**config.mk**
```make
export PLATFORM = sky130hd
export DESIGN_NAME = tlcd_front
export DESIGN_NICKNAME = d
export VERILOG_FILES = /design/src/hdl/tlcd_pkg.sv /design/src/hdl/tlcd_front.sv
export SDC_FILE = /design/constraint.sdc
export NUM_CORES = 2
export LEC_CHECK = 0
export ABC_AREA = 1
export BUFFER_PORTS_ARGS = -buffer_cell sky130_fd_sc_hd__clkbuf_2
export CAP_MARGIN = 20
export CELL_PAD_IN_SITES_DETAIL_PLACEMENT = 1
export CELL_PAD_IN_SITES_GLOBAL_PLACEMENT = 2
export CORE_ASPECT_RATIO = 1.25
export CORE_MARGIN = 2
export CORE_UTILIZATION = 40
export CTS_BUF_LIST = sky130_fd_sc_hd__clkbuf_2
export DETAILED_ROUTE_END_ITERATION = 16
export PLACE_DENSITY = 0.91
export REMOVE_ABC_BUFFERS = 1
export SETUP_SLACK_MARGIN = 0.5
export SYNTH_ARGS = -nofsm -noshare
export SYNTH_HDL_FRONTEND = slang
export SYNTH_SLANG_ARGS = --single-unit
```
**constraint.sdc**
```tcl
create_clock -name clk -period 13.9 [get_ports clk]
set_input_delay 0 -clock clk [delete_from_list [all_inputs] [get_ports clk]]
set_output_delay 0 -clock clk [all_outputs]
set_load 0.03 [all_outputs]
```
**src/hdl/tlcd_pkg.sv**
```systemverilog
// Shared types, widths and codes for the track line crossing detector.
`timescale 1ns / 1ps

package tlcd_pkg;

  localparam int COORD_BITS = 12;
  localparam int PTS_W      = 8;

  // Exact integer widths of the intersection terms
  localparam int DIFF_W  = COORD_BITS + 1;
  localparam int PROD_W  = 2 * COORD_BITS;
  localparam int CROSS_W = 2 * COORD_BITS + 1;
  localparam int MUL_W   = 2 * COORD_BITS + 2;
  localparam int ABS_W   = 2 * COORD_BITS + 1;
  localparam int NUM_W   = 3 * COORD_BITS + 2;
  localparam int LHS_W   = 3 * COORD_BITS + 1;

  localparam int IN_BITS  = 4 * COORD_BITS + PTS_W;
  localparam int IN_W     = ((IN_BITS + 7) / 8) * 8;
  localparam int OUT_BITS = 3;
  localparam int OUT_W    = ((OUT_BITS + 7) / 8) * 8;

  localparam int REG_IDX_W = 3;
  localparam logic [REG_IDX_W-1:0] REG_BEGIN_X = 3'd0;
  localparam logic [REG_IDX_W-1:0] REG_BEGIN_Y = 3'd1;
  localparam logic [REG_IDX_W-1:0] REG_END_X   = 3'd2;
  localparam logic [REG_IDX_W-1:0] REG_END_Y   = 3'd3;
  localparam logic [REG_IDX_W-1:0] REG_HORIZ   = 3'd4;

  localparam logic [1:0] DIR_DOWN  = 2'd0;
  localparam logic [1:0] DIR_UP    = 2'd1;
  localparam logic [1:0] DIR_RIGHT = 2'd2;
  localparam logic [1:0] DIR_LEFT  = 2'd3;

  localparam logic [PTS_W-1:0] MIN_POINTS = 8'd2;

  // Last member sits in the lowest bits
  typedef struct packed {
    logic [PTS_W-1:0]      track_points;
    logic [COORD_BITS-1:0] end_y;
    logic [COORD_BITS-1:0] end_x;
    logic [COORD_BITS-1:0] start_y;
    logic [COORD_BITS-1:0] start_x;
  } track_t;

  typedef struct packed {
    logic [COORD_BITS-1:0] begin_x;
    logic [COORD_BITS-1:0] begin_y;
    logic [COORD_BITS-1:0] end_x;
    logic [COORD_BITS-1:0] end_y;
    logic                  horiz;
  } line_cfg_t;

  typedef struct packed {
    logic                     horiz;
    logic [1:0]               dir;
    logic                     qual;
    logic [COORD_BITS-1:0]    dom_e;
    logic [COORD_BITS-1:0]    dom_s;
    logic signed [DIFF_W-1:0] a1;
    logic signed [DIFF_W-1:0] b1;
    logic signed [DIFF_W-1:0] a2;
    logic signed [DIFF_W-1:0] b2;
    logic [PROD_W-1:0]        p_se;
    logic [PROD_W-1:0]        p_es;
    logic [PROD_W-1:0]        p_l0;
    logic [PROD_W-1:0]        p_l1;
  } s1_t;

  typedef struct packed {
    logic                      horiz;
    logic [1:0]                dir;
    logic                      qual;
    logic [COORD_BITS-1:0]     dom_e;
    logic [COORD_BITS-1:0]     dom_s;
    logic signed [DIFF_W-1:0]  a1;
    logic signed [DIFF_W-1:0]  b1;
    logic signed [DIFF_W-1:0]  a2;
    logic signed [DIFF_W-1:0]  b2;
    logic signed [CROSS_W-1:0] c1;
    logic signed [CROSS_W-1:0] c2;
    logic signed [MUL_W-1:0]   m1;
    logic signed [MUL_W-1:0]   m2;
  } s2_t;

  typedef struct packed {
    logic [1:0]              dir;
    logic                    qual;
    logic                    det_neg;
    logic [ABS_W-1:0]        abs_det;
    logic [COORD_BITS-1:0]   dom_e;
    logic [COORD_BITS-1:0]   dom_s;
    logic signed [NUM_W-1:0] pr1;
    logic signed [NUM_W-1:0] pr2;
  } s3_t;

  typedef struct packed {
    logic [1:0]              dir;
    logic                    qual;
    logic signed [NUM_W-1:0] rhs;
    logic [LHS_W-1:0]        lhs_e;
    logic [LHS_W-1:0]        lhs_s;
  } s4_t;

  typedef struct packed {
    logic [1:0] dir;
    logic       crosses;
  } result_t;

endpackage

```
**src/hdl/tlcd_front.sv**
```systemverilog
// Stages one and two: differences, coordinate products, cross terms, det products.
`timescale 1ns / 1ps

module tlcd_front (
  input  logic                clk,
  input  logic                rst,
  input  logic                in_valid,
  output logic                in_ready,
  input  tlcd_pkg::track_t    in_trk,
  input  tlcd_pkg::line_cfg_t cfg,
  output logic                out_valid,
  input  logic                out_ready,
  output tlcd_pkg::s2_t       out_data
);
  import tlcd_pkg::*;

  s1_t  s1;
  s1_t  s1_next;
  logic s1_vld;
  s2_t  s2;
  s2_t  s2_next;
  logic s2_vld;
  logic s1_ready;
  logic s2_ready;

  assign s2_ready  = !s2_vld || out_ready;
  assign s1_ready  = !s1_vld || s2_ready;
  assign in_ready  = s1_ready;
  assign out_valid = s2_vld;
  assign out_data  = s2;

  always_comb begin
    logic in_extent;
    s1_next.horiz = cfg.horiz;
    if (cfg.horiz) begin
      s1_next.dir   = (in_trk.end_y > in_trk.start_y) ? DIR_DOWN : DIR_UP;
      s1_next.dom_e = in_trk.end_y;
      s1_next.dom_s = in_trk.start_y;
      in_extent = (in_trk.end_x <= cfg.end_x) && (in_trk.end_x >= cfg.begin_x);
    end else begin
      s1_next.dir   = (in_trk.end_x > in_trk.start_x) ? DIR_RIGHT : DIR_LEFT;
      s1_next.dom_e = in_trk.end_x;
      s1_next.dom_s = in_trk.start_x;
      in_extent = (in_trk.end_y <= cfg.end_y) && (in_trk.end_y >= cfg.begin_y);
    end
    s1_next.qual = in_extent && (in_trk.track_points >= MIN_POINTS);
    s1_next.a1   = signed'({1'b0, in_trk.end_y}) - signed'({1'b0, in_trk.start_y});
    s1_next.b1   = signed'({1'b0, in_trk.start_x}) - signed'({1'b0, in_trk.end_x});
    s1_next.a2   = signed'({1'b0, cfg.end_y}) - signed'({1'b0, cfg.begin_y});
    s1_next.b2   = signed'({1'b0, cfg.begin_x}) - signed'({1'b0, cfg.end_x});
    s1_next.p_se = PROD_W'(in_trk.start_x) * PROD_W'(in_trk.end_y);
    s1_next.p_es = PROD_W'(in_trk.start_y) * PROD_W'(in_trk.end_x);
    s1_next.p_l0 = PROD_W'(cfg.begin_x) * PROD_W'(cfg.end_y);
    s1_next.p_l1 = PROD_W'(cfg.begin_y) * PROD_W'(cfg.end_x);
  end

  always_comb begin
    s2_next.horiz = s1.horiz;
    s2_next.dir   = s1.dir;
    s2_next.qual  = s1.qual;
    s2_next.dom_e = s1.dom_e;
    s2_next.dom_s = s1.dom_s;
    s2_next.a1    = s1.a1;
    s2_next.b1    = s1.b1;
    s2_next.a2    = s1.a2;
    s2_next.b2    = s1.b2;
    // c = x0*y1 - y0*x1 for either line
    s2_next.c1    = signed'({1'b0, s1.p_se}) - signed'({1'b0, s1.p_es});
    s2_next.c2    = signed'({1'b0, s1.p_l0}) - signed'({1'b0, s1.p_l1});
    s2_next.m1    = MUL_W'(s1.a1) * MUL_W'(s1.b2);
    s2_next.m2    = MUL_W'(s1.a2) * MUL_W'(s1.b1);
  end

  always_ff @(posedge clk) begin
    if (rst) begin
      s1_vld <= 1'b0;
      s2_vld <= 1'b0;
    end else begin
      if (s1_ready) s1_vld <= in_valid;
      if (s2_ready) s2_vld <= s1_vld;
    end
  end

  always_ff @(posedge clk) begin
    if (s1_ready && in_valid) s1 <= s1_next;
    if (s2_ready && s1_vld)   s2 <= s2_next;
  end

endmodule

```
==> results.sh <==
export IMPL_seq_area_frac_synth_pct=21.1
export IMPL_slowest_delay_ns=0.78
export IMPL_fmax_ghz=0.164
export IMPL_syn_avg_cell_area_um2=8.36
export IMPL_crit_top_cell="nand2_1"
export IMPL_critical_path_max_fanout=14
export IMPL_drive_gt1_share_pct=7.43
export IMPL_r2r_start="s1[97]$_DFFE_PP_"
export IMPL_vias=41774
export IMPL_worstSkewPairLatency_ns=1.37
export IMPL_dp_hpwl_um=122000
export IMPL_rows=146
export IMPL_antenna_found_initial=11
export IMPL_fp_coreArea_um2=127000
export IMPL_status="finished clean"
export IMPL_clock_sinks=360
export IMPL_arrival_ns=7.22
export IMPL_synth_flop_cell="edfxtp_1"
export IMPL_critPathRequiredTime_ns=15.00
export IMPL_rsz0062_at_grt="false"
export IMPL_area_growth_pct=13.5
export IMPL_grt_max_degree=100
export IMPL_grt_pass1_vias=47308
export IMPL_slew_headroom_pct=29.7
export IMPL_worst_path_max_delay_cell="edfxtp_1"
export IMPL_finalMaxSlewViolations=0
export IMPL_ant_nets=0
export IMPL_reg2reg_setup_slack_ns=7.79
export IMPL_die_w_um=324
export IMPL_htreeDepth=3
export IMPL_rr_worst_depth=20
export IMPL_timing_critical_path_buf_inv=4
export IMPL_synth_top_cell_by_area="fa_1"
export IMPL_fillerInstances=15378
export IMPL_grt_pass1_wl_um=253000
export IMPL_r2r_end="out_data[51]$_DFFE_PP_"
export IMPL_synth_area_leaders="fa_1 29%, edfxtp_1 21%, ha_1 13%"
export IMPL_wl_per_cell_um=18.7
export IMPL_ctsResizeCount=0
export IMPL_hp_start="cfg[39]"
export IMPL_hold_depth=4
export IMPL_fin_nets=7994
export IMPL_grt_overflow=0
export IMPL_min_path_type="in2reg"
export IMPL_synthArstFlopShare_pct=0
export IMPL_dp_cells=7950
export IMPL_die_height_um=403
export IMPL_crit_type="reg2reg"
export IMPL_maxCapViolations=0
export IMPL_fin_crit_sh_pct=44.0
export IMPL_worstPathCellList="nand2_1 -> fa_1 -> inv_1 -> fa_1 -> inv_1 -> fa_1 -> fa_1 -> inv_1 -> fa_1 -> ha_1 -> ha_1 -> nand2_1 -> nor2_1 -> nand2_1 -> nor2_1 -> nand2_1 -> nand3_1 -> inv_1 -> nand2_1 -> nand2_1"
export IMPL_synth_top_cell_area_share_pct=28.6
export IMPL_drtIter0Drc=1762
export IMPL_end_kind="register"
export IMPL_worstHoldEndpoint="s1[98]$_DFFE_PP_"
export IMPL_instances_no_fill=8406
export IMPL_synthCells=6104
export IMPL_place_congestion=0.878
export IMPL_firstDrtPassIters=6
export IMPL_clk_pin_slew_ns=0.13
export IMPL_clock_path_buffers=3
export IMPL_finClkSkew_ns=0.137
export IMPL_grt_usage_pct=24.9
export IMPL_finalSetupViolCount=0
export IMPL_ys_types=42
export IMPL_initial_core_util_pct=40.3
export IMPL_boundaryPins=293
export IMPL_viasPerCell=4.97
export IMPL_cts_root_buf="clkbuf_2"
export IMPL_start_kind="register"
export IMPL_drc=0
export IMPL_synth_enable_flop_cells=358
export IMPL_setup_tns_ns=0
export IMPL_hold_viol=0
export IMPL_worst_pin_slew_ns=1.05
export IMPL_netlist_area_um2=51000
export IMPL_fp_dieArea_um2=131000
export IMPL_portBuffers=291
export IMPL_layout_min_cycle_time_ns=6.11
export IMPL_critical_path_top_delay_family="adder cells"
export IMPL_ys_ff_latch=360
export IMPL_cts_made_buffers=95
export IMPL_drt_wl_total_um=158000
export IMPL_ys_warn_count=0
export IMPL_cts_tree="built"
## cell usage after synthesis (5+ instances only)
cell type  count
a21o_1        18
a21oi_1      268
a31oi_1        5
clkbuf_1     152
edfxtp_1     358
fa_1         730
ha_1         526
inv_1       1653
nand2_1     1511
nand2_2        7
nand3_1      148
nand3b_1      10
nand4_1       71
nor2_1       213
nor3_1        21
o211ai_1       8
o21a_1         5
o21ai_0      151
o21ai_1       18
o21ai_2       12
o21bai_1      13
or2_2         11
xnor2_1       53
xor2_1       114
## tightest hold or removal path: stages
cell and delay, ns:
dlygate4sd3_1 0.55, clkbuf_2 0.40, ha_1 0.30, xnor2_1 0.15
## layer usage
metal	part of all wire (%)	GRT usage, %	vias up
li1	-	-	19469
met1	40	29.3	21200
met2	52	45.7	820
met3	3.4	2.59	275
met4	3.9	10.4	10
met5	0.043	0	-
## what timing repair did
action                    in CTS  in global routing
buffers inserted               0                  0
hold buffers                 284                  0
hold endpoints to repair     322                  0
## per-stage QoR
step / setup WS [ns] / util (%) / hold WS, ns / instance area [µm²]
2_1_floorplan: 3.88 / - / 0.0691 / 50500
6_report: 7.79 / 45.7 / 0.237 / 57900
5_1_grt: 7.40 / 45.7 / 0.186 / 57900
3_3_place_gp: 7.89 / 42.7 / 0.177 / 54100
3_5_place_dp: 7.79 / 42.7 / 0.183 / 54100
4_1_cts: 7.78 / 45.7 / 0.00140 / 57900
## worst max path at each step
stage | from | cells past startpoint | endpoint | slack (ns)
2_1_floorplan | out_valid$_SDFFE_PP0P_ | 1 | out_data[0]$_DFFE_PP_ | 3.88
3_3_place_gp | s1[126]$_DFFE_PP_ | 22 | out_data[25]$_DFFE_PP_ | 7.89
3_5_place_dp | s1[97]$_DFFE_PP_ | 20 | out_data[51]$_DFFE_PP_ | 7.79
4_1_cts | s1[97]$_DFFE_PP_ | 20 | out_data[51]$_DFFE_PP_ | 7.78
5_1_grt | s1[97]$_DFFE_PP_ | 20 | out_data[51]$_DFFE_PP_ | 7.40
6_report | s1[97]$_DFFE_PP_ | 20 | out_data[51]$_DFFE_PP_ | 7.79
## cells by family (layout without fill, tap and decap cells)
kind of cell / after synthesis / count (layout) / synth area share (%)
AOI/OAI and AO/OA: 508 / 508 / 5.40
xor gates and xnor gates: 167 / 167 / 2.87
adders and majority gates: 1256 / 1256 / 41.5
buffers and inverters: 1807 / 2404 / 13.3
DFF: 360 / 360 / 21.1
other: 0 / 3 / 0
and+or+nand+nor: 2006 / 2006 / 15.8
## cells in the final DEF, fill, tap and decap left out, types with 10 or more instances in the layout
master,n
clkinv_1,16
o21ai_1,18
clkbuf_2,423
nor2_1,213
inv_1,1652
a21o_1,18
or2_2,11
edfxtp_1,358
nand4_1,71
xor2_1,114
a21oi_1,267
nor3_1,21
xnor2_1,53
fa_1,730
o21bai_1,13
ha_1,526
o21ai_0,151
nand3_1,148
dlygate4sd3_1,284
nand2_1,1511
o21ai_2,12
clkinv_2,11
nand3b_1,10
## registers in the layout, indices dropped and copies added (netlist names)
name,flops
out_data,182
out_valid,1
s1_vld,1
s1,176
## cell type report
type	count	area (µm²)	area share (%)
inverters	1654	6210	10.7
clock buffers	132	661	1.14
multi-input cells	3937	33500	57.8
flip-flops and latches	360	10800	18.6
diodes	3	7.51	0.0130
clock inverters	37	283	0.488
repair buffers	581	4340	7.50
well taps	1702	2130	3.68
Power is left out: the tool's default activity adds up to more than one toggle a clock period on the data nets, which glitch-free logic cannot reach.
