===== config.mk =====
export PLATFORM = sky130hd
export DESIGN_NAME = tlcd_isect
export DESIGN_NICKNAME = d
export VERILOG_FILES = /design/src/hdl/tlcd_pkg.sv /design/src/hdl/tlcd_isect.sv
export SDC_FILE = /design/constraint.sdc
export NUM_CORES = 2
export LEC_CHECK = 0
export BUFFER_PORTS_ARGS = -buffer_cell sky130_fd_sc_hd__buf_2
export CAP_MARGIN = 20
export CORE_MARGIN = 3
export CORE_UTILIZATION = 40
export DETAILED_ROUTE_END_ITERATION = 10
export GPL_ROUTABILITY_DRIVEN = 0
export PLACE_DENSITY = 0.6
export SETUP_SLACK_MARGIN = 0.02
export SLEW_MARGIN = 5
export SYNTH_ARGS = -nofsm -noshare
export SYNTH_HDL_FRONTEND = slang
export SYNTH_SLANG_ARGS = --single-unit
export TNS_END_PERCENT = 50

===== constraint.sdc =====
create_clock -name clk -period 13.25 [get_ports clk]
set_input_delay 0.6625 -clock clk [delete_from_list [all_inputs] [get_ports clk]]
set_output_delay 0.6625 -clock clk [all_outputs]
set_load 0.05 [all_outputs]

===== src/hdl/tlcd_pkg.sv =====
// Shared types, widths and codes for the track line crossing detector.
`timescale 1ns / 1ps

package tlcd_pkg;

  localparam int COORD_BITS = 12;
  localparam int PTS_W      = 8;

  // Exact integer widths of the intersection terms
  localparam int DIFF_W  = COORD_BITS + 1;
  localparam int PROD_W  = 2 * COORD_BITS;
  localparam int CROSS_W = 2 * COORD_BITS + 1;
  localparam int MUL_W   = 2 * COORD_BITS + 2;
  localparam int ABS_W   = 2 * COORD_BITS + 1;
  localparam int NUM_W   = 3 * COORD_BITS + 2;
  localparam int LHS_W   = 3 * COORD_BITS + 1;

  localparam int IN_BITS  = 4 * COORD_BITS + PTS_W;
  localparam int IN_W     = ((IN_BITS + 7) / 8) * 8;
  localparam int OUT_BITS = 3;
  localparam int OUT_W    = ((OUT_BITS + 7) / 8) * 8;

  localparam int REG_IDX_W = 3;
  localparam logic [REG_IDX_W-1:0] REG_BEGIN_X = 3'd0;
  localparam logic [REG_IDX_W-1:0] REG_BEGIN_Y = 3'd1;
  localparam logic [REG_IDX_W-1:0] REG_END_X   = 3'd2;
  localparam logic [REG_IDX_W-1:0] REG_END_Y   = 3'd3;
  localparam logic [REG_IDX_W-1:0] REG_HORIZ   = 3'd4;

  localparam logic [1:0] DIR_DOWN  = 2'd0;
  localparam logic [1:0] DIR_UP    = 2'd1;
  localparam logic [1:0] DIR_RIGHT = 2'd2;
  localparam logic [1:0] DIR_LEFT  = 2'd3;

  localparam logic [PTS_W-1:0] MIN_POINTS = 8'd2;

  // Last member sits in the lowest bits
  typedef struct packed {
    logic [PTS_W-1:0]      track_points;
    logic [COORD_BITS-1:0] end_y;
    logic [COORD_BITS-1:0] end_x;
    logic [COORD_BITS-1:0] start_y;
    logic [COORD_BITS-1:0] start_x;
  } track_t;

  typedef struct packed {
    logic [COORD_BITS-1:0] begin_x;
    logic [COORD_BITS-1:0] begin_y;
    logic [COORD_BITS-1:0] end_x;
    logic [COORD_BITS-1:0] end_y;
    logic                  horiz;
  } line_cfg_t;

  typedef struct packed {
    logic                     horiz;
    logic [1:0]               dir;
    logic                     qual;
    logic [COORD_BITS-1:0]    dom_e;
    logic [COORD_BITS-1:0]    dom_s;
    logic signed [DIFF_W-1:0] a1;
    logic signed [DIFF_W-1:0] b1;
    logic signed [DIFF_W-1:0] a2;
    logic signed [DIFF_W-1:0] b2;
    logic [PROD_W-1:0]        p_se;
    logic [PROD_W-1:0]        p_es;
    logic [PROD_W-1:0]        p_l0;
    logic [PROD_W-1:0]        p_l1;
  } s1_t;

  typedef struct packed {
    logic                      horiz;
    logic [1:0]                dir;
    logic                      qual;
    logic [COORD_BITS-1:0]     dom_e;
    logic [COORD_BITS-1:0]     dom_s;
    logic signed [DIFF_W-1:0]  a1;
    logic signed [DIFF_W-1:0]  b1;
    logic signed [DIFF_W-1:0]  a2;
    logic signed [DIFF_W-1:0]  b2;
    logic signed [CROSS_W-1:0] c1;
    logic signed [CROSS_W-1:0] c2;
    logic signed [MUL_W-1:0]   m1;
    logic signed [MUL_W-1:0]   m2;
  } s2_t;

  typedef struct packed {
    logic [1:0]              dir;
    logic                    qual;
    logic                    det_neg;
    logic [ABS_W-1:0]        abs_det;
    logic [COORD_BITS-1:0]   dom_e;
    logic [COORD_BITS-1:0]   dom_s;
    logic signed [NUM_W-1:0] pr1;
    logic signed [NUM_W-1:0] pr2;
  } s3_t;

  typedef struct packed {
    logic [1:0]              dir;
    logic                    qual;
    logic signed [NUM_W-1:0] rhs;
    logic [LHS_W-1:0]        lhs_e;
    logic [LHS_W-1:0]        lhs_s;
  } s4_t;

  typedef struct packed {
    logic [1:0] dir;
    logic       crosses;
  } result_t;

endpackage


===== src/hdl/tlcd_isect.sv =====
// Stages three and four: determinant, intersection numerator, scaled track coordinates.
`timescale 1ns / 1ps

module tlcd_isect (
  input  logic          clk,
  input  logic          rst,
  input  logic          in_valid,
  output logic          in_ready,
  input  tlcd_pkg::s2_t in_data,
  output logic          out_valid,
  input  logic          out_ready,
  output tlcd_pkg::s4_t out_data
);
  import tlcd_pkg::*;

  s3_t  s3;
  s3_t  s3_next;
  logic s3_vld;
  s4_t  s4;
  s4_t  s4_next;
  logic s4_vld;
  logic s3_ready;
  logic s4_ready;

  assign s4_ready  = !s4_vld || out_ready;
  assign s3_ready  = !s3_vld || s4_ready;
  assign in_ready  = s3_ready;
  assign out_valid = s4_vld;
  assign out_data  = s4;

  always_comb begin
    logic signed [MUL_W-1:0]   diff_pos;
    logic signed [MUL_W-1:0]   diff_neg;
    logic signed [CROSS_W-1:0] ca;
    logic signed [CROSS_W-1:0] cb;
    logic signed [DIFF_W-1:0]  fa;
    logic signed [DIFF_W-1:0]  fb;
    diff_pos = in_data.m1 - in_data.m2;
    diff_neg = in_data.m2 - in_data.m1;
    s3_next.dir     = in_data.dir;
    s3_next.det_neg = in_data.m1 < in_data.m2;
    s3_next.qual    = in_data.qual && (in_data.m1 != in_data.m2);
    s3_next.abs_det = s3_next.det_neg ? ABS_W'(diff_neg) : ABS_W'(diff_pos);
    s3_next.dom_e   = in_data.dom_e;
    s3_next.dom_s   = in_data.dom_s;
    // horizontal: ny = c2*a1 - c1*a2, vertical: nx = c1*b2 - c2*b1
    if (in_data.horiz) begin
      ca = in_data.c2;
      fa = in_data.a1;
      cb = in_data.c1;
      fb = in_data.a2;
    end else begin
      ca = in_data.c1;
      fa = in_data.b2;
      cb = in_data.c2;
      fb = in_data.b1;
    end
    s3_next.pr1 = NUM_W'(ca) * NUM_W'(fa);
    s3_next.pr2 = NUM_W'(cb) * NUM_W'(fb);
  end

  always_comb begin
    s4_next.dir   = s3.dir;
    s4_next.qual  = s3.qual;
    // fold the sign of det into the numerator
    s4_next.rhs   = s3.det_neg ? (s3.pr2 - s3.pr1) : (s3.pr1 - s3.pr2);
    s4_next.lhs_e = LHS_W'(s3.dom_e) * LHS_W'(s3.abs_det);
    s4_next.lhs_s = LHS_W'(s3.dom_s) * LHS_W'(s3.abs_det);
  end

  always_ff @(posedge clk) begin
    if (rst) begin
      s3_vld <= 1'b0;
      s4_vld <= 1'b0;
    end else begin
      if (s3_ready) s3_vld <= in_valid;
      if (s4_ready) s4_vld <= s3_vld;
    end
  end

  always_ff @(posedge clk) begin
    if (s3_ready && in_valid) s3 <= s3_next;
    if (s4_ready && s3_vld)   s4 <= s4_next;
  end

endmodule


==> run summary <==
The number of slew-limit violations in the final report was 0; the die height was 377 um. The number of flops mapped to enable cells by yosys came out at 244. Along the worst path, the maximum fanout reaches 86. The post-synthesis register bit count was 246; the maximum number of pins on one net before global-route repair was 87. The detailed-placement wirelength estimate came out at 131000 um. The layout overhead on the synthesized area is 8.40%. The share of async-settable or async-resettable flops after synthesis was 0. The worst hold path belongs to the class in2reg. TritonCTS built the clock tree.

The cts-stage hold buffer count is 0, and the unique cell type count in the Yosys netlist is 78. Before antenna repair, the detailed router went through 6 iterations. Clock tree synthesis inserted a total of 35 buffers. Sorting the synthesized cells by area gives the leading types as sky130_fd_sc_hd__fa_1, sky130_fd_sc_hd__edfxtp_1, sky130_fd_sc_hd__ha_1. Synthesis produced a netlist whose cell count is 5955. The tools report the number of hold violations in the final report as 0. The data required time at the worst endpoint is 13.56 ns.

The number of buffers added on ports is 302, and the arrival time at the worst endpoint is 8.97 ns. The logs give 0 for the count of warnings emitted by yosys and 246 for the count of clock tree sinks. Library cell contributing the largest single delay on the critical path: sky130_fd_sc_hd__buf_4. The run gives 0.134 as the register area share after synthesis. After the first detailed-routing iteration, the DRC count stood at 2806. The run gives 0.0330 as the met3 global-route usage. Via count of the first global-routing pass: 44500. The flow ran to the end, and the final reports show no timing, DRC or antenna violations. The longest clock path from root to sink contains 3 buffers. The first global-routing pass estimated 250000 um of wire. The endpoint type of the worst setup path was a register. Time the worst path needs with I/O delays and setup: 8.66 ns.

In this design, the stage delay of the slowest critical-path cell is 0.80 ns. Prevailing post-synth register cell: sky130_fd_sc_hd__edfxtp_1. At the later pin of the worst-skew pair, clock insertion delay measures 0.59 ns. Most utilized layer in the global route result: met2. Via total after detailed routing: 41800.

Core occupancy in the finished layout: 0.439. The post-route antenna net violation count was 0; the post-synthesis net count was 7649. The clock tree synthesis step divided the H-tree into 2 levels.

The detail-routed net length per standard cell works out to 20.0 um. The biggest area consumer among synthesized cells is sky130_fd_sc_hd__fa_1. For the achievable frequency, the log shows 0.115 GHz. The cell that appears most often on the critical path is sky130_fd_sc_hd__fa_1.

The final layout contains routed wiring with a total length of 159000 um. The logs give 13300 for the total of fill cells in the finished design and 0.188 for the headroom to the max-slew limit. The share of the cycle needed by the critical path after routing was 0.654. Setup repair after global routing left no endpoint under its margin. For the number of gates resized after cts, the log shows 0. Tracing the worst setup path back leads to its startpoint at in_data[181].

The tightest hold path in the finished design has a slack of 0.243 ns. After detailed routing, the number of remaining DRC violations is 0. The run gives 0.387 as the met2 usage in global routing.

Setup violations remaining at the end of the flow were counted as 0. In this run the most critical hold path is launched from in_data[170]. Mean instance size in the synthesized netlist: 9.24 um^2.

Worst setup path category: in2reg. The clock transition time at the flip-flop clock pins of the worst setup and hold paths was 0.07 ns; the met1 layer usage reported by global route was 0.285. For this design the top-level I/O count stands at 303. The tools report the global route total overflow as 0. Max-cap violations in this run came to 0. The run gives 0.405 as the effective utilization at floorplan. The worst setup path is launched from an input pin. Number of antenna violations at the first check in global routing: 7.

The share of the synthesized area in the top cell type was 0.383; the width of the chip was 377 um. For the netlist area before placement, the log shows 55000 um^2. Clock tree synthesis selected as its root buffer the cell sky130_fd_sc_hd__clkbuf_16. The final layout contains 7818 nets. Startpoint of the worst-slack reg-to-reg timing path: s3[83]$_DFFE_PP_. The sum of negative setup slack is 0 ns, and the area of the die is 142000 um^2. For the core outline area, the log shows 136000 um^2. For the number of placement rows, the log shows 135. The number of setup buffers added after CTS is 0.

The setup clock skew after layout is 0.0380 ns, and the slew at the pin closest to its max-slew limit is 1.22 ns. Traced cell by cell, the critical path runs through buf_6, buf_4, mux2_2, nand2_1, fa_1, fa_1, inv_1, fa_1, fa_1, fa_1, fa_1, ha_1, a21oi_1, a21boi_0, a311oi_1, o21ai_1, a31oi_1, o21ai_1, o41ai_1, o2111ai_1, a21oi_1, xnor2_1. Using the TritonRoute via totals, the vias-per-cell ratio works out to 5.27. The fraction of final layout cells with drive strength greater than 1 was 0.0849; the total global routing track utilization was 0.226.
## worst max-delay path: cells and delay by family
| family | cells | cell delay [ns] |
|---|---|---|
| fa+ha+maj | 7 | 3.34 |
| compound gates | 9 | 2.44 |
| buf+inv | 3 | 1.49 |
| mux | 1 | 0.73 |
| simple gates | 1 | 0.17 |
| xor+xnor | 1 | 0.10 |
## final timing paths
check / endpoint / slack, ns / cells after the start
worst min-delay path: s3[92]$_DFFE_PP_ / 0.24 / 1
worst min register to register: out_data[113]$_DFFE_PP_ / 0.42 / 0
worst max-delay path: s3[74]$_DFFE_PP_ / 4.59 / 22
worst max register to register: out_data[33]$_DFFE_PP_ / 5.36 / 17
## Yosys cell counts, types with 20 or more instances
cell type,count
sky130_fd_sc_hd__a211oi_1,26
sky130_fd_sc_hd__a21o_1,105
sky130_fd_sc_hd__a21oi_1,236
sky130_fd_sc_hd__and2_1,225
sky130_fd_sc_hd__clkbuf_1,215
sky130_fd_sc_hd__edfxtp_1,244
sky130_fd_sc_hd__fa_1,1052
sky130_fd_sc_hd__ha_1,456
sky130_fd_sc_hd__inv_1,1161
sky130_fd_sc_hd__mux2_2,74
sky130_fd_sc_hd__mux2i_1,95
sky130_fd_sc_hd__nand2_1,864
sky130_fd_sc_hd__nand2b_1,35
sky130_fd_sc_hd__nand3_1,37
sky130_fd_sc_hd__nand4_1,33
sky130_fd_sc_hd__nor2_1,397
sky130_fd_sc_hd__nor2b_1,42
sky130_fd_sc_hd__nor3_1,28
sky130_fd_sc_hd__o211ai_1,20
sky130_fd_sc_hd__o21a_1,35
sky130_fd_sc_hd__o21ai_0,124
sky130_fd_sc_hd__o21bai_1,40
sky130_fd_sc_hd__xnor2_1,140
sky130_fd_sc_hd__xor2_1,55
## per-stage QoR
stage / cells / setup WS [ns] / cell area, um^2
after floorplan: 5955 / 5.07 / 55000
after global placement: 7865 / 4.28 / 58400
after detailed placement: 7865 / 4.07 / 58400
after CTS: 7929 / 4.69 / 59600
after global routing: 7933 / 4.06 / 59600
final: 7936 / 4.59 / 59700
## cell families (layout without fill, tap and decap cells)
| kind of cell | count (synthesis) | count (layout) | synth area share |
|---|---|---|---|
| adders and majority gates | 1508 | 1508 | 0.486 |
| buffers and inverters | 1392 | 1588 | 0.0952 |
| muxes | 170 | 170 | 0.0326 |
| other | 0 | 4 | 0 |
| DFF | 246 | 246 | 0.134 |
| and+or+nand+nor | 1723 | 1723 | 0.138 |
| AOI/OAI and AO/OA | 721 | 721 | 0.0831 |
| xor gates and xnor gates | 195 | 195 | 0.0310 |
## sequential cells by signal, indices dropped and copies added, names as in the netlist
name and count:
s3 129, out_valid 1, s3_vld 1, out_data 115
## area by class of cell
| type | instances | area (um^2) | area share |
|---|---|---|---|
| diodes | 4 | 10.0 | 0.000168 |
| clock buffers | 42 | 902 | 0.0151 |
| clock inverters | 22 | 295 | 0.00495 |
| inverters | 1161 | 4360 | 0.0731 |
| multi-input cells | 4317 | 42500 | 0.712 |
| flip-flops and latches | 246 | 7370 | 0.123 |
| well taps | 1781 | 2230 | 0.0374 |
| repair buffers | 363 | 2040 | 0.0341 |
## per-layer routing
layer / share of wire / up-vias
li1: - / 18900
met1: 0.40 / 21100
met2: 0.48 / 1507
met3: 0.068 / 314
met4: 0.052 / 2
met5: 0.000082 / -
## layout by cell type (no fill, tap or decap), drive strengths merged, types with 11 or more instances in the layout
| cell | count |
|---|---|
| nand2 | 864 |
| clkbuf | 42 |
| and3 | 19 |
| nand2b | 35 |
| xor2 | 55 |
| nor3 | 28 |
| edfxtp | 244 |
| a21boi | 16 |
| ha | 456 |
| nand3 | 37 |
| nor2b | 42 |
| fa | 1052 |
| or3 | 11 |
| xnor2 | 140 |
| and2 | 225 |
| o21bai | 40 |
| a31oi | 16 |
| o21ai | 144 |
| a211oi | 26 |
| mux2i | 95 |
| mux2 | 75 |
| a21o | 105 |
| nand4 | 33 |
| o21a | 35 |
| clkinv | 11 |
| buf | 363 |
| inv | 1165 |
| o211ai | 21 |
| a21oi | 237 |
| nor2 | 397 |
Power is not shown: default switching activity piles up to over one toggle a cycle in this logic, so the estimate is an artifact.
