$ cat config.mk
export PLATFORM = sky130hd
export DESIGN_NAME = tlcd_decide
export DESIGN_NICKNAME = d
export VERILOG_FILES = /design/src/hdl/tlcd_pkg.sv /design/src/hdl/tlcd_decide.sv
export SDC_FILE = /design/constraint.sdc
export NUM_CORES = 1
export LEC_CHECK = 0
export BUFFER_PORTS_ARGS = -buffer_cell sky130_fd_sc_hd__buf_2
export CAP_MARGIN = 20
export CORE_MARGIN = 4
export CORE_UTILIZATION = 44
export DETAILED_ROUTE_END_ITERATION = 8
export MAX_ROUTING_LAYER = met4
export PLACE_DENSITY = 0.83
export SYNTH_ARGS = -nofsm -noshare
export SYNTH_HDL_FRONTEND = slang
export SYNTH_SLANG_ARGS = --single-unit
$ cat constraint.sdc
create_clock -name clk -period 2.65 [get_ports clk]
set_input_delay 0.1325 -clock clk [delete_from_list [all_inputs] [get_ports clk]]
set_output_delay 0.1325 -clock clk [all_outputs]
set_load 0.05 [all_outputs]
$ cat src/hdl/tlcd_pkg.sv
// Shared types, widths and codes for the track line crossing detector.
`timescale 1ns / 1ps

package tlcd_pkg;

  localparam int COORD_BITS = 12;
  localparam int PTS_W      = 8;

  // Exact integer widths of the intersection terms
  localparam int DIFF_W  = COORD_BITS + 1;
  localparam int PROD_W  = 2 * COORD_BITS;
  localparam int CROSS_W = 2 * COORD_BITS + 1;
  localparam int MUL_W   = 2 * COORD_BITS + 2;
  localparam int ABS_W   = 2 * COORD_BITS + 1;
  localparam int NUM_W   = 3 * COORD_BITS + 2;
  localparam int LHS_W   = 3 * COORD_BITS + 1;

  localparam int IN_BITS  = 4 * COORD_BITS + PTS_W;
  localparam int IN_W     = ((IN_BITS + 7) / 8) * 8;
  localparam int OUT_BITS = 3;
  localparam int OUT_W    = ((OUT_BITS + 7) / 8) * 8;

  localparam int REG_IDX_W = 3;
  localparam logic [REG_IDX_W-1:0] REG_BEGIN_X = 3'd0;
  localparam logic [REG_IDX_W-1:0] REG_BEGIN_Y = 3'd1;
  localparam logic [REG_IDX_W-1:0] REG_END_X   = 3'd2;
  localparam logic [REG_IDX_W-1:0] REG_END_Y   = 3'd3;
  localparam logic [REG_IDX_W-1:0] REG_HORIZ   = 3'd4;

  localparam logic [1:0] DIR_DOWN  = 2'd0;
  localparam logic [1:0] DIR_UP    = 2'd1;
  localparam logic [1:0] DIR_RIGHT = 2'd2;
  localparam logic [1:0] DIR_LEFT  = 2'd3;

  localparam logic [PTS_W-1:0] MIN_POINTS = 8'd2;

  // Last member sits in the lowest bits
  typedef struct packed {
    logic [PTS_W-1:0]      track_points;
    logic [COORD_BITS-1:0] end_y;
    logic [COORD_BITS-1:0] end_x;
    logic [COORD_BITS-1:0] start_y;
    logic [COORD_BITS-1:0] start_x;
  } track_t;

  typedef struct packed {
    logic [COORD_BITS-1:0] begin_x;
    logic [COORD_BITS-1:0] begin_y;
    logic [COORD_BITS-1:0] end_x;
    logic [COORD_BITS-1:0] end_y;
    logic                  horiz;
  } line_cfg_t;

  typedef struct packed {
    logic                     horiz;
    logic [1:0]               dir;
    logic                     qual;
    logic [COORD_BITS-1:0]    dom_e;
    logic [COORD_BITS-1:0]    dom_s;
    logic signed [DIFF_W-1:0] a1;
    logic signed [DIFF_W-1:0] b1;
    logic signed [DIFF_W-1:0] a2;
    logic signed [DIFF_W-1:0] b2;
    logic [PROD_W-1:0]        p_se;
    logic [PROD_W-1:0]        p_es;
    logic [PROD_W-1:0]        p_l0;
    logic [PROD_W-1:0]        p_l1;
  } s1_t;

  typedef struct packed {
    logic                      horiz;
    logic [1:0]                dir;
    logic                      qual;
    logic [COORD_BITS-1:0]     dom_e;
    logic [COORD_BITS-1:0]     dom_s;
    logic signed [DIFF_W-1:0]  a1;
    logic signed [DIFF_W-1:0]  b1;
    logic signed [DIFF_W-1:0]  a2;
    logic signed [DIFF_W-1:0]  b2;
    logic signed [CROSS_W-1:0] c1;
    logic signed [CROSS_W-1:0] c2;
    logic signed [MUL_W-1:0]   m1;
    logic signed [MUL_W-1:0]   m2;
  } s2_t;

  typedef struct packed {
    logic [1:0]              dir;
    logic                    qual;
    logic                    det_neg;
    logic [ABS_W-1:0]        abs_det;
    logic [COORD_BITS-1:0]   dom_e;
    logic [COORD_BITS-1:0]   dom_s;
    logic signed [NUM_W-1:0] pr1;
    logic signed [NUM_W-1:0] pr2;
  } s3_t;

  typedef struct packed {
    logic [1:0]              dir;
    logic                    qual;
    logic signed [NUM_W-1:0] rhs;
    logic [LHS_W-1:0]        lhs_e;
    logic [LHS_W-1:0]        lhs_s;
  } s4_t;

  typedef struct packed {
    logic [1:0] dir;
    logic       crosses;
  } result_t;

endpackage

$ cat src/hdl/tlcd_decide.sv
// Stage five: straddle compare and the registered result beat.
`timescale 1ns / 1ps

module tlcd_decide (
  input  logic              clk,
  input  logic              rst,
  input  logic              in_valid,
  output logic              in_ready,
  input  tlcd_pkg::s4_t     in_data,
  output logic              out_valid,
  input  logic              out_ready,
  output tlcd_pkg::result_t out_data
);
  import tlcd_pkg::*;

  result_t res;
  result_t res_next;
  logic    res_vld;

  assign in_ready  = !res_vld || out_ready;
  assign out_valid = res_vld;
  assign out_data  = res;

  always_comb begin
    logic signed [NUM_W-1:0] le;
    logic signed [NUM_W-1:0] ls;
    logic                    rising;
    logic                    straddle;
    le = signed'({1'b0, in_data.lhs_e});
    ls = signed'({1'b0, in_data.lhs_s});
    rising = (in_data.dir == DIR_DOWN) || (in_data.dir == DIR_RIGHT);
    if (rising) straddle = (le > in_data.rhs) && (ls < in_data.rhs);
    else        straddle = (le < in_data.rhs) && (ls > in_data.rhs);
    res_next.dir     = in_data.dir;
    res_next.crosses = in_data.qual && straddle;
  end

  always_ff @(posedge clk) begin
    if (rst) begin
      res_vld <= 1'b0;
    end else if (in_ready) begin
      res_vld <= in_valid;
    end
  end

  always_ff @(posedge clk) begin
    if (in_ready && in_valid) res <= res_next;
  end

endmodule

==> metrics list, run 1 <==
* Endpoint, Worst Hold: out_valid
- STA puts the critical path data arrival time at between 2 and 2.5 ns.
* Final critical delay including setup and external delays: approximately 2.0 ns
- Combinational family with the most area after synthesis: adder cells
* R2R depth: 2
- Synthesis produced 240 cells.
* Total negative setup slack: 0 ns
* Setup skew after layout: approximately 0.0029 ns
- Worst hold path startpoint: rst
- Summed over all nets, the half-perimeter wirelength after detailed placement is ~5300 um.
- By instance count, the leading cell after synthesis is ha_1.
- Final-stage net count: 561
- Number of max-capacitance violations reported: 0
- Sort of element at the start of the critical path: input port
- Routability-driven placement finished with a final weighted congestion of ~0.8.
- Setup repair after global routing missed its margin: no
- Series of cell instances along the critical path: buf_2 -> inv_1 -> ha_1 -> nand4_1 -> nor3_1 -> nand3_1 -> o41ai_1 -> a21oi_1 -> a211o_1 -> a21boi_2
- Setup slack of the most critical reg-to-reg path: between 1.5 and 2 ns
- Hold timing on the final database bottoms out at a slack of roughly 0.066 ns.
* Cell with the biggest individual delay on the critical path: o41ai_1
- Fmax: just under 0.5 GHz
- TritonCTS built the clock tree.
* Clock tree root driver cell: clkbuf_8
- The worst hold path belongs to the class input port to flip-flop.
- Buffers on Ports: 123
- Top_reg_cell synth: edfxtp_1
* Post-Synth Adder-Cell Area: 0.488
* Layout cell share with drive strength beyond 1: 0.354
* Count of routing violations after the opening detailed-route iteration: 31
- For this run, the total global-route usage over all layers was measured as 0.198.
- Number of failing hold endpoints at the final stage: 0
* Pins over their slew limit: 0
- Counting instances, the worst hold path has a depth of 2.
- Initial cell density of the core: 0.464
* DRC violations left: 0
- Die boundary height: 73.6 um
- Pwr Density: 218 mW/mm^2
* Global-route wire length before repair: ~8500 um
- A synthesized cell averages about 7.9 sq um.
- Post-synthesis async set-or-reset flop share: 0
* Average via count per standard cell: 5.29
* Setup Crit Path Kind: input port to flip-flop
- Leak Pwr: between 1.5 and 2 nW
- Relative slew slack: 0.672
- Router iterations before antenna repair: 4
- The share of the Yosys chip area taken by registers is 0.0581.
* Overall die area: 0.00542 sq mm
* Slew at the pin with the worst max-slew slack: 0.486 ns
- Ranked by total cell area, the synthesized netlist is headed by ha_1 49%, inv_1 7.9%, a21oi_1 6.9%.
- Post-synth design cell area: about 0.0019 sq mm
* Placed cell count: between 400 and 500
- Number of fill cells: roughly 390
* Synthesized-area fraction occupied by and/or/nand/nor cells: 0.160
* Area delta synth->final: 38.2%
- Number of global-route vias before repair: roughly 2200
- The synthesized design spends more area on one cell type than any other, namely ha_1.
* Antenna diode count: 0
- The flow ran to the end, and the final reports show no timing, DRC or antenna violations.
* Crit end category: flip-flop
- Parity-gate share of the synthesized area counting xor and xnor cells: 0
- The routed design has ~5600 um of wire.
* Syn nets: ~430
- Buffers added to address setup during post-CTS repair amount to 0.
- Sorting the synthesized cells by how often they occur yields 74 x ha_1, 40 x inv_1, 26 x a21oi_1, 13 x nand2_1, 11 x o21ai_0.
- The core region is around 0.0041 sq mm.
* CTS Hold Bufs: 0
- In this design, the stage delay of the slowest critical-path cell is ~0.38 ns.
- IR analysis of the VDD net gives a maximum drop of 0.0952 mV.
- Prior to clock tree synthesis, the placed netlist has a worst setup slack of 0.351 ns.
- Compound-gate portion of the synthesized area: 0.215
- Measured against the total synthesized area, the mux share comes to 0.
- Data on the critical path is required at its endpoint by 2.73 ns.
- CTS built an H-tree with a depth of 1.
- In this run the horizontal extent of the chip is 73.6 um.
* Buffer levels on the longest clock path: 2
- The synthesized design contains 3 enable-type register cells.
- Entering global routing, the biggest net connects 6 pins.
- Fraction of synthesized cell area taken by the top area cell type: 0.488
* Io pins: 124
- The Yosys step of the flow raised 0 warnings.
- Row generation in the floorplan step produced 23 rows.
- Synthesis inferred 4 register bits.
- Netlist cell types: 34
* Highest fanout seen on the critical path: 4
* CTS resizes: 0
- Antenna violations before repair: 0
* CTS Buf Count: 3
- Once detail routing completed, the nets flagged for antenna violations numbered 0.
- Clock-pin slew was measured on the worst setup and hold paths at roughly 0.030 ns.
* Latest clock arrival within the worst-skew pair: between 0.2 and 0.25 ns
* Count of clock tree sinks: 4
* Final worst-path setup slack: around 0.61 ns
- In this run the critical register-to-register path is launched from out_valid.
- Vias: around 2200
- Tcrit/Tclk final: 0.771
* Setup-failing EPs final: 0
* Worst R2R End: out_data[2]
* Non-filler instance count after layout: between 400 and 500
* Overflow left after global routing: 0
- Routed wire per std cell: around 13 um
worst max-delay path by stage:
stage	from	end	slack (ns)	depth (start not counted)
after floorplan	in_data[93]	out_data[0]	0.63	9
after global placement	in_data[102]	out_data[0]	0.39	10
after detailed placement	in_data[102]	out_data[0]	0.35	10
after CTS	in_data[102]	out_data[0]	0.58	10
after global routing	in_data[102]	out_data[0]	0.44	10
final	in_data[102]	out_data[0]	0.61	10
routing by layer:
| metal | vias up | GRT usage | share of wire |
|---|---|---|---|
| li1 | 1144 | - | - |
| met1 | 967 | 0.222 | 0.40 |
| met2 | 79 | 0.357 | 0.50 |
| met3 | 16 | 0.0260 | 0.073 |
| met4 | 0 | 0.0704 | 0.029 |
| met5 | - | - | 0 |
kinds of logic after synthesis:
kind of cell | Yosys count
buf+inv | 40
simple gates | 58
fa+ha+maj | 74
flops | 4
compound gates | 64
area by class of cell:
type	count	area, sq um	area share
Inverter	40	150	0.0573
Tap cell	50	62.6	0.0239
Multi-Input combinational cell	196	1640	0.624
Sequential cell	4	110	0.0420
Clock buffer	4	45.0	0.0172
Timing Repair Buffer	123	616	0.235
sequential cells by signal, summed over array words and instances, names as in the netlist:
name,count
out_data,3
out_valid,1
where the power goes:
group	total, mW	switching (mW)	internal (mW)
clock	0.138	0.0350	0.103
sequential	0.0735	0.00104	0.0725
combinational	0.361	0.184	0.177
total	0.572	0.220	0.352
metrics by stage:
stage               power, mW  utilization  instance area (sq um)
floorplan               0.286            -                   1900
global placement        0.419        0.630                   2570
detailed placement      0.435        0.630                   2570
CTS                     0.576        0.641                   2620
global route            0.630        0.641                   2620
finish                  0.572        0.641                   2620
cells in the final DEF (no fill, tap or decap):
master     synthesis  final
a21oi_2            1      1
o21ba_2            1      1
clkbuf_1           0      1
o41ai_1            1      1
a211o_1            2      2
nand2b_1           2      2
dfxtp_1            1      1
a21oi_1           26     26
nor2b_1            2      2
o311ai_0           1      1
nor2_1             9      9
o21a_1             1      1
nor3_1             4      4
a221oi_1           1      1
a21o_1             8      8
nor4_1             2      2
nand4_1           10     10
and2_1             1      1
o21bai_1           1      1
nand2_1           13     13
clkbuf_8           0      3
buf_2              0    123
a22oi_1            1      1
o21ai_1            1      1
nand4b_1           1      1
inv_1             40     40
o211ai_1           1      1
a211oi_1           2      2
ha_1              74     74
edfxtp_1           3      3
a2111oi_0          1      1
nand3_1           10     10
o21ai_0           11     11
and4_1             4      4
a31o_2             1      1
a221o_1            2      2
a21boi_2           1      1
critical path, delay by kind of cell:
kind | cells | cell delay, ns
simple gates | 3 | 0.61
fa+ha+maj | 1 | 0.34
compound gates | 4 | 0.91
buf+inv | 2 | 0.11
No activity file was read; power rests on OpenSTA's default activity.
==> run 2: changes to the inputs <==
--- a/config.mk
+++ b/config.mk
@@ -8,10 +8,10 @@
 export BUFFER_PORTS_ARGS = -buffer_cell sky130_fd_sc_hd__buf_2
 export CAP_MARGIN = 20
 export CORE_MARGIN = 4
-export CORE_UTILIZATION = 44
+export CORE_UTILIZATION = 39
 export DETAILED_ROUTE_END_ITERATION = 8
 export MAX_ROUTING_LAYER = met4
-export PLACE_DENSITY = 0.83
+export PLACE_DENSITY = 0.78
 export SYNTH_ARGS = -nofsm -noshare
 export SYNTH_HDL_FRONTEND = slang
 export SYNTH_SLANG_ARGS = --single-unit
==> constraint.sdc (replaced) <==
create_clock -name clk -period 1.7 [get_ports clk]
set_input_delay 0.085 -clock clk [delete_from_list [all_inputs] [get_ports clk]]
set_output_delay 0.085 -clock clk [all_outputs]
set_load 0.05 [all_outputs]
==> run 2 against run 1 <==
The flow now finishes with violations (negative setup slack); wire length rose by 6.9%; total power rose by 70%; clock skew barely moved; count of clock-buffer cells in the layout did not move; hold slack got worse by 0.049 ns; final cell count rose by 10%; sequential share of layout area fell by 0.42 points.
==> metrics list, run 2 (synthesized netlist as in run 1, its figures left out) <==
- The number of max-capacitance violations reported is 0 (unchanged).
* Worst hold path class: input port to flip-flop (unchanged)
- The required time of the worst setup path came to 1.77 ns (was 2.73 ns).
- IR Drop Worst-Case VDD: 0.168 mV (was 0.0952 mV)
- The number of global-route vias before repair came to 2386 (was 2162).
- Clock tree root driver cell: clkbuf_8 (unchanged)
* Tcrit/Tclk final: 1.10
* Routed wire per std cell: 13.0 um (was 13.3 um)
- Fmax: 0.534 GHz
* Number of failing hold endpoints at the final stage: 0 (unchanged)
- The switching power of the nets came to 0.371 mW (was 0.220 mW).
- Depth of the CTS H-tree: 1 (unchanged)
- The area of the die came to 0.00604 sq mm (was 0.00542 sq mm).
- The total track usage came to 0.200 (was 0.198).
- The internal power of the cells is 0.604 mW (was 0.352 mW).
- Sw Ratio: 0.380 (was 0.384)
- Post-detail-place hpwl: 5440 um (was 5300 um)
* Endpoint arrival time on the critical path: 1.95 ns (was 2.12 ns)
- Die boundary height: 77.7 um (was 73.6 um)
* Share of the core filled with cells: 0.616 (was 0.641)
* Share of power burned in registers: 0.117 (was 0.129)
- The share of post-route cells with drive strength above 1 is 0.431 (was 0.354).
- The worst setup skew after layout was 0.00286 ns (was 0.00294 ns).
* Cell with the biggest individual delay on the critical path: a221o_1 (was o41ai_1)
- Sort of element at the start of the critical path: input port (unchanged)
* Setup-failing EPs final: 1 (was 0)
- The post-layout net count was 586 (was 561).
* Pins over their slew limit: 0 (unchanged)
- Total negative setup slack: -0.172 ns (was 0 ns)
- The overall via count from detail_route came to 2293 (was 2206).
* Largest net degree at the start of global routing: 5 (was 6)
- The number of flip-flops under the largest register name is 3 (unchanged).
- The DRC marker count from the first detailed-route iteration is 34 (was 31).
- The sum of overflow across all layers after global routing came to 0 (unchanged).
- Highest fanout seen on the critical path: 2 (was 4)
* Count of clock tree sinks: 4 (unchanged)
* DIE WIDTH: 77.7 um (was 73.6 um)
* Outcome: finished, violations left (was complete, no violations)
* Io pins: 124 (unchanged)
* Leak Pwr: 1.70 nW (was 1.58 nW)
* Combinational fraction of design power: 0.661 (was 0.630)
* Violations in the final reports: negative setup slack
- Number of antenna-violating nets in the routed design: 0 (unchanged)
- The hold-fix buffer count after cts is 0 (unchanged).
- The first-pass GRT wire length came to 9670 um (was 8510 um).
* Setup Buffers After CTS: 0 (unchanged)
* Final worst-path setup slack: -0.172 ns (was 0.607 ns)
* Crit end category: flip-flop (unchanged)
- The number of buffers between clock root and the deepest sink is 2 (unchanged).
* Router iterations before antenna repair: 4 (unchanged)
* Placed standard-cell area: 0.00280 sq mm (was 0.00257 sq mm)
- Share of total power in the clock network: 0.221 (was 0.241)
- The number of antenna violations at the first check in global routing is 0 (unchanged).
- The power density normalized to cell area came to 335 mW/mm^2 (was 218 mW/mm^2).
* Slew at the pin with the worst max-slew slack: 0.331 ns (was 0.486 ns)
- The total clock buffers created by CTS was 3 (unchanged).
- The detailed-route wire length is 5950 um (was 5560 um).
- CTS tree: done (unchanged)
- The overall power came to 0.975 mW (was 0.572 mW).
- Setup repair after global routing missed its margin: yes (was no).
* Relative slew slack: 0.778 (was 0.672)
* Final critical delay including setup and external delays: approximately 1.9 ns
- The effective utilization at floorplan is 0.401 (was 0.464).
* Antenna diode count: 0 (unchanged)
* Slowest stage delay, CP: 0.34 ns (was 0.38 ns)
* DRC violations left: 0 (unchanged)
* Average via count per standard cell: 5.00 (was 5.29)
- Buffers on Ports: 123 (unchanged)
- The commonest non-fill, non-tap cell in the layout is buf_2 (unchanged).
* Placer congestion estimate: 0.903 (was 0.818)
- Top library cells by usage in the layout, fill and taps aside: 123 x buf_2, 71 x ha_1, 37 x inv_1 (was 123 x buf_2, 74 x ha_1, 40 x inv_1)
- The number of placement rows came to 25 (was 23).
* Latest clock arrival within the worst-skew pair: 0.22 ns (about the same)
* Final Cell Area: 0.00291 sq mm (was 0.00262 sq mm)
- The area added between synthesis and finish is 53.5% (was 38.2%).
- Clock transition time at the flip-flop clock pins of the worst setup and hold paths: 0.03 ns (about the same)
- The start-to-end type of the worst setup path is input port to flip-flop (unchanged).
- The area of the core is 0.00472 sq mm (was 0.00409 sq mm).
- Series of cell instances along the critical path: buf_2 -> inv_2 -> ha_4 -> a21oi_2 -> o21ai_1 -> a221o_1 -> a211o_1 -> a221o_1 -> a211o_1 -> a21boi_2 (was buf_2 -> inv_1 -> ha_1 -> nand4_1 -> nor3_1 -> nand3_1 -> o41ai_1 -> a21oi_1 -> a211o_1 -> a21boi_2)
[run 2: path summary, 6_finish.rpt]
kind	cells past startpoint	end	start	slack, ns
setup / recovery	10	out_data[0]	in_data[93]	-0.17
hold / removal	2	out_valid	rst	0.02
setup reg to reg	2	out_data[0]	out_valid	0.77
hold reg to reg	2	out_valid	out_valid	0.52
[run 2: routing by layer]
layer  part of all wire  track usage  vias to the layer above
met5                  0            -                        -
met4              0.022       0.0712                        0
met3              0.062       0.0244                       13
met2               0.52        0.377                       77
met1               0.39        0.211                     1003
li1                   -            -                     1200
[run 2: critical path, delay by kind of cell]
kind	cells	cell delay, ns
buffers and inverters	2	0.17
adders and majority gates	1	0.20
AOI/OAI and AO/OA	7	1.48
[run 2: layout make-up]
cell class / instances / area, sq um
Timing Repair Buffer: 148 / 803
Fill cell: 421 / 1810
Multi-Input combinational cell: 196 / 1720
Tap cell: 67 / 83.8
Clock buffer: 4 / 45.0
Inverter: 40 / 150
Sequential cell: 4 / 110
[run 2: what timing repair did]
action | in CTS | in global routing
pin swaps | 4 | 2
resized for setup | 10 | 5
hold endpoints to repair | 0 | 0
endpoints found under the setup margin | 1 | 1
[run 2: metrics by stage]
step	setup WS [ns]	std cells	hold slack, ns
after floorplan	-0.210	240	0.154
after global placement	-0.429	455	0.241
after detailed placement	-0.460	455	0.242
after CTS	-0.194	459	0.0133
after global routing	-0.254	459	0.0229
final	-0.172	459	0.0163
[run 2: power groups by stage]
stage,Clock [mW],Sequential [mW],Combinational (mW)
after global routing,0.227,0.115,0.742
after global placement,0,0.116,0.596
after CTS,0.219,0.115,0.641
after floorplan,0,0.138,0.309
after detailed placement,0,0.116,0.619
final,0.216,0.115,0.645
